**config.mk**
```make
export PLATFORM = sky130hd
export DESIGN_NAME = skset_ctrl
export DESIGN_NICKNAME = d
export VERILOG_FILES = /design/src/hw/rtl/skset_pkg.sv /design/src/hw/rtl/skset_ctrl.sv
export SDC_FILE = /design/constraint.sdc
export NUM_CORES = 1
export LEC_CHECK = 0
export BUFFER_PORTS_ARGS = -buffer_cell sky130_fd_sc_hd__buf_2
export CAP_MARGIN = 20
export CORE_UTILIZATION = 46
export DETAILED_ROUTE_END_ITERATION = 8
export PLACE_DENSITY = 0.89
export SYNTH_ARGS = -nofsm -noshare
export SYNTH_HDL_FRONTEND = slang
export SYNTH_SLANG_ARGS = --single-unit
```
**constraint.sdc**
```tcl
create_clock -name aclk -period 1.9 [get_ports aclk]
set_input_delay 0.285 -clock aclk [delete_from_list [all_inputs] [get_ports aclk]]
set_output_delay 0.285 -clock aclk [all_outputs]
set_load 0.02 [all_outputs]
```
**src/hw/rtl/skset_pkg.sv**
```systemverilog
// Shared constants, operation codes and controller/datapath interface types for the key set.
package skset_pkg;

    // Default sizing, handed down through the top-level parameters
    localparam int DEF_CAPACITY  = 256;
    localparam int DEF_KEY_WIDTH = 64;

    // Fixed field widths of the stream and register ports
    localparam int S_TDATA_W = 64;
    localparam int S_TUSER_W = 3;
    localparam int M_TDATA_W = 16;
    localparam int CNT_OUT_W = 9;
    localparam int MAXE_W    = 9;
    localparam int APB_AW    = 3;
    localparam int APB_DW    = 32;

    // Register map and reset value
    localparam logic REG_MAX_ENTRIES = 1'b0;
    localparam logic [MAXE_W-1:0] MAXE_RESET = 9'd256;

    // Operation codes carried on s_tuser
    localparam logic [S_TUSER_W-1:0] OP_ADD       = 3'd0;
    localparam logic [S_TUSER_W-1:0] OP_REMOVE    = 3'd1;
    localparam logic [S_TUSER_W-1:0] OP_MATCH_ALL = 3'd2;
    localparam logic [S_TUSER_W-1:0] OP_QUERY     = 3'd3;
    localparam logic [S_TUSER_W-1:0] OP_MARK      = 3'd4;

    // Commands from the controller to the datapath
    typedef struct packed {
        logic load;        // latch the accepted request
        logic srch_init;   // open the search window over the whole table
        logic srch_probe;  // read the middle entry of the window
        logic srch_update; // narrow the window with the probed entry
        logic shu_init;    // point at the first free slot
        logic shu_rd;      // read the entry below the pointer
        logic shu_wr;      // move it up one slot, step down
        logic ins_write;   // write the new key at its slot
        logic shd_init;    // point at the matched entry
        logic shd_rd;      // read the entry above the pointer
        logic shd_wr;      // move it down one slot, step up
        logic del_done;    // drop the last slot, flag the removal
        logic enter_all;   // switch to match-all and empty the table
        logic mark_saved;  // clear the changed flag
        logic query_done;  // record the query hit and run state
        logic resp;        // load the output register
    } skset_cmd_t;

    // Status from the datapath to the controller
    typedef struct packed {
        logic [S_TUSER_W-1:0] op;
        logic all_mode;
        logic room;
        logic srch_done;
        logic key_hit;
        logic ptr_at_pos;
        logic ptr_at_end;
        logic out_free;
    } skset_stat_t;

endpackage

```
**src/hw/rtl/skset_ctrl.sv**
```systemverilog
// Sequencing state machine for the key set: dispatch, search, shift and response.
module skset_ctrl
    import skset_pkg::*;
(
    input  logic        aclk,
    input  logic        aresetn,
    input  logic        s_tvalid,
    output logic        s_tready,
    input  skset_stat_t stat,
    output skset_cmd_t  cmd
);

    typedef enum logic [8:0] {
        ST_IDLE      = 9'b000000001,
        ST_DISPATCH  = 9'b000000010,
        ST_SRCH      = 9'b000000100,
        ST_SRCH_WAIT = 9'b000001000,
        ST_SHU_RD    = 9'b000010000,
        ST_SHU_WR    = 9'b000100000,
        ST_SHD_RD    = 9'b001000000,
        ST_SHD_WR    = 9'b010000000,
        ST_RESP      = 9'b100000000
    } state_t;

    state_t state_reg;
    state_t state_next;

    assign s_tready = (state_reg == ST_IDLE);

    // Decide the next step and the datapath commands
    always_comb begin
        state_next = state_reg;
        cmd        = '0;
        unique case (state_reg)
            ST_IDLE: begin
                if (s_tvalid) begin
                    cmd.load   = 1'b1;
                    state_next = ST_DISPATCH;
                end
            end
            ST_DISPATCH: begin
                state_next = ST_RESP;
                case (stat.op)
                    OP_ADD: begin
                        if (!stat.all_mode) begin
                            if (stat.room) begin
                                cmd.srch_init = 1'b1;
                                state_next    = ST_SRCH;
                            end else begin
                                cmd.enter_all = 1'b1;
                            end
                        end
                    end
                    OP_REMOVE: begin
                        if (!stat.all_mode) begin
                            cmd.srch_init = 1'b1;
                            state_next    = ST_SRCH;
                        end
                    end
                    OP_MATCH_ALL: begin
                        cmd.enter_all = !stat.all_mode;
                    end
                    OP_QUERY: begin
                        if (stat.all_mode) begin
                            cmd.query_done = 1'b1;
                        end else begin
                            cmd.srch_init = 1'b1;
                            state_next    = ST_SRCH;
                        end
                    end
                    OP_MARK: begin
                        cmd.mark_saved = 1'b1;
                    end
                    default: begin
                    end
                endcase
            end
            ST_SRCH: begin
                if (stat.srch_done) begin
                    state_next = ST_RESP;
                    case (stat.op)
                        OP_ADD: begin
                            cmd.shu_init = 1'b1;
                            state_next   = ST_SHU_RD;
                        end
                        OP_REMOVE: begin
                            if (stat.key_hit) begin
                                cmd.shd_init = 1'b1;
                                state_next   = ST_SHD_RD;
                            end
                        end
                        default: begin
                            cmd.query_done = 1'b1;
                        end
                    endcase
                end else begin
                    cmd.srch_probe = 1'b1;
                    state_next     = ST_SRCH_WAIT;
                end
            end
            ST_SRCH_WAIT: begin
                cmd.srch_update = 1'b1;
                state_next      = ST_SRCH;
            end
            ST_SHU_RD: begin
                if (stat.ptr_at_pos) begin
                    cmd.ins_write = 1'b1;
                    state_next    = ST_RESP;
                end else begin
                    cmd.shu_rd = 1'b1;
                    state_next = ST_SHU_WR;
                end
            end
            ST_SHU_WR: begin
                cmd.shu_wr = 1'b1;
                state_next = ST_SHU_RD;
            end
            ST_SHD_RD: begin
                if (stat.ptr_at_end) begin
                    cmd.del_done = 1'b1;
                    state_next   = ST_RESP;
                end else begin
                    cmd.shd_rd = 1'b1;
                    state_next = ST_SHD_WR;
                end
            end
            ST_SHD_WR: begin
                cmd.shd_wr = 1'b1;
                state_next = ST_SHD_RD;
            end
            ST_RESP: begin
                // hold until the output register can take the result
                if (stat.out_free) begin
                    cmd.resp   = 1'b1;
                    state_next = ST_IDLE;
                end
            end
            default: begin
                state_next = ST_IDLE;
            end
        endcase
    end

    always_ff @(posedge aclk) begin
        if (!aresetn) begin
            state_reg <= ST_IDLE;
        end else begin
            state_reg <= state_next;
        end
    end

endmodule

```
==> flow_metrics.tcl <==
set metrics [dict create \
    status "finished with violations" \
    violations "negative setup slack" \
    r2r-end "state_reg[8]" \
    grt_pass1_wl_um 3525 \
    numPortBuffers 29 \
    max-slew-margin-rel 0.7722 \
    clock_latency_ps 280 \
    crit_fanout 2 \
    dp_cells 125 \
    antenna_found_initial 0 \
    synth_area_leaders "dfxtp_1, nor4_1, o21a_1, nor4b_1, nor3_4" \
    grt_util_all_layers 0.3382 \
    p_sw_w 0.0001993 \
    ys_types 32 \
    gr-total-overflow 0 \
    ir_drop_uv 476.8 \
    seqPwrFrac 0.375 \
    drv_slew 0 \
    r2r_slack_ps 280 \
    max_cap_viol_count 0 \
    syn_area_um2 703.2 \
    switching_share 0.3655 \
    routed_via_density 6.797 \
    synth_top_area_cell "dfxtp_1" \
    route.vias.total 972 \
    synth_warnings 0 \
    powerDensity_nw_per_um2 421.9 \
    cp-endpoint "cmd[1]" \
    initial_core_util 0.5147 \
    power_frac_comb 0.308 \
    timing.final.ws_setup_ps -244.2 \
    area_growth_pct 83.81 \
    cpMaxStageDelayCell "or3_1" \
    fin_worst_skew_ps 1.369 \
    hold_ws_ps 275.6 \
    drt_first_pass_iters 4 \
    drcViolationCount 0 \
    clock_sinks 9 \
    fin_crit_sh 1.129 \
    postSynthAreaPerCell_um2 9.015 \
    cts_buffers 3 \
    dr.first_iter.drc_count 94 \
    clockBufferDepth 2 \
    period_needed_ps 2144 \
    path_cells "nor4_4 > nand4b_2 > or3_1 > a21oi_2 > buf_4" \
    hold_viol 0 \
    p_leak_nw 0.5354 \
    clkPwrFrac 0.316 \
    synth_top_area_frac 0.2562 \
    die_x_um 41.10 \
    synthMuxAreaShare 0 \
    die_area_um2 1689 \
    critPathKind "reg -> out" \
    fmax_mhz 466.4 \
    grt_max_degree 10 \
    clk_pin_slew_ps 80 \
    crit_required_ps 1620 \
    fin_tns_setup_ps -1466 \
    worstPathArrival_ps 1860 \
    synth-seq-cells 9 \
    h-tree-depth 1 \
    grt_pass1_vias 716 \
    timing.rr.start "state_reg[5]" \
    cp-startpoint "state_reg[5]" \
    boundaryPins 30 \
    hpwlAfterDp_um 1472 \
    antenna_cells 0 \
    hp-class "in -> reg" \
    finalSetupViolCount 14 \
    synth_top_family_by_area "simple AND/OR/NAND/NOR gates" \
    hold_buffers 0 \
    fin_cells 143 \
    synth_fa_ha_area_frac 0 \
    die-height_um 41.10 \
    reg2regPathDepth 5 \
    rsz0062_at_grt "true" \
    synth_nets 91 \
    rows 13 \
    synth_compound_gate_area_share 0.1441 \
    gp_congestion 0.7906 \
    final_net_count 142 \
    cp-start-kind "register" \
    synth_xor_area_frac 0.02491 \
    place_ws_ps 69.00 \
    post_drt_wl_per_cell_um 24.90 \
    cts_tree "yes" \
    end_kind "primary output" \
    largest_reg_flops 9 \
    worst_slew_pin_slew_ps 338.1 \
    antenna_left 0 \
    p_int_w 0.0003460 \
    ys_seq_area_frac 0.2562 \
    slowest_delay_ps 380 \
    synth-simple-area-share 0.4982 \
    wirelength_um 3561 \
    utilization 0.9460 \
    layout-drive-gt1-share 0.6797 \
    cts_root_buf "clkbuf_4" \
    core-area_um2 1366 \
    synth_cells 78 \
]
[what timing repair did]
| item | CTS | global route |
|---|---|---|
| resized for setup | 27 | 27 |
| pin swaps | 8 | 4 |
| endpoints found under the setup margin | 16 | 17 |
| buffers inserted | 11 | 3 |
[power by group through the flow]
stage                     Clock (W)  Sequential, W  Combinational, W
after floorplan                   0       0.000203         0.0000534
after global placement            0       0.000204         0.0000894
after detailed placement          0       0.000205         0.0000937
after CTS                  0.000162       0.000203          0.000124
after global routing       0.000180       0.000205          0.000174
final                      0.000173       0.000205          0.000168
[worst max-delay path: cells and delay by family, from the launching register on]
kind	cells	cell delay [ps]
flip-flops	1	350
buffers and inverters	1	150
AND/OR/NAND/NOR	3	910
AO/OA/AOI/OAI	1	160
[worst min path at each step]
stage / startpoint / to / slack [ps] / depth (start not counted)
floorplan: aresetn / state_reg[2] / 400 / 1
global placement: s_tvalid / state_reg[1] / 540 / 2
detailed placement: s_tvalid / state_reg[1] / 550 / 2
CTS: s_tvalid / state_reg[1] / 260 / 2
global route: s_tvalid / state_reg[1] / 310 / 2
finish: s_tvalid / state_reg[1] / 280 / 2
[per-stage QoR]
stage,power (W),instance area (µm²)
after floorplan,0.0002563,725.7
after global placement,0.0002930,895.9
after detailed placement,0.0002982,895.9
after CTS,0.0004881,1130
after global routing,0.0005599,1292
final,0.0005453,1292
[layout by cell type (no fill, tap or decap), drive strengths merged]
cell and n:
o41a 1, clkbuf 3, clkinv 1, o21ai 5, and3 1, buf 51
or2b 1, and2 4, and2b 1, o21a 5, xor2 2, nor3 4
nor2 2, dfxtp 9, nand3 2, nand4bb 1, o2111ai 2, or3 1
nor3b 1, nor2b 1, nand4b 1, nand2b 4, nand2 8, a21oi 2
nor4 9, nor4b 5, and4bb 1
[cell families after synthesis]
| group | after synthesis |
|---|---|
| XOR/XNOR | 2 |
| flip-flops | 9 |
| AO/OA/AOI/OAI | 15 |
| AND/OR/NAND/NOR | 47 |
| buffers and inverters | 5 |
[Yosys cell counts (all sizes together)]
library cell and number:
xor2 2, o41a 1, and4bb 1, or3 1, nand4bb 1, o2111ai 2
buf 2, nor3 4, nor2 2, and2 4, nand3 2, nor2b 1
a21oi 2, nand2 8, dfxtp 9, and2b 1, and3 1, o21ai 5
nor4b 5, nand2b 4, nor4 9, or2b 1, o21a 5, clkbuf 3
nand4b 1, nor3b 1
[routing by layer]
| layer | part of all wire | vias to the layer above | wire length (µm) | track usage |
|---|---|---|---|---|
| li1 | - | 401 | - | - |
| met1 | 0.38 | 455 | 1336 | 0.4123 |
| met2 | 0.47 | 90 | 1666 | 0.5586 |
| met3 | 0.10 | 26 | 370 | 0.09783 |
| met4 | 0.053 | 0 | 187 | 0.1210 |
| met5 | 0 | - | 0 | 0 |
[layout make-up]
cell class	count	area, µm²
clock inverters	1	5.005
well taps	15	18.77
fillers	43	73.82
repair buffers	51	366.6
clock buffers	3	22.52
multi-input cells	64	691.9
flip-flops and latches	9	187.7
Power figures use the tool's default switching activity.
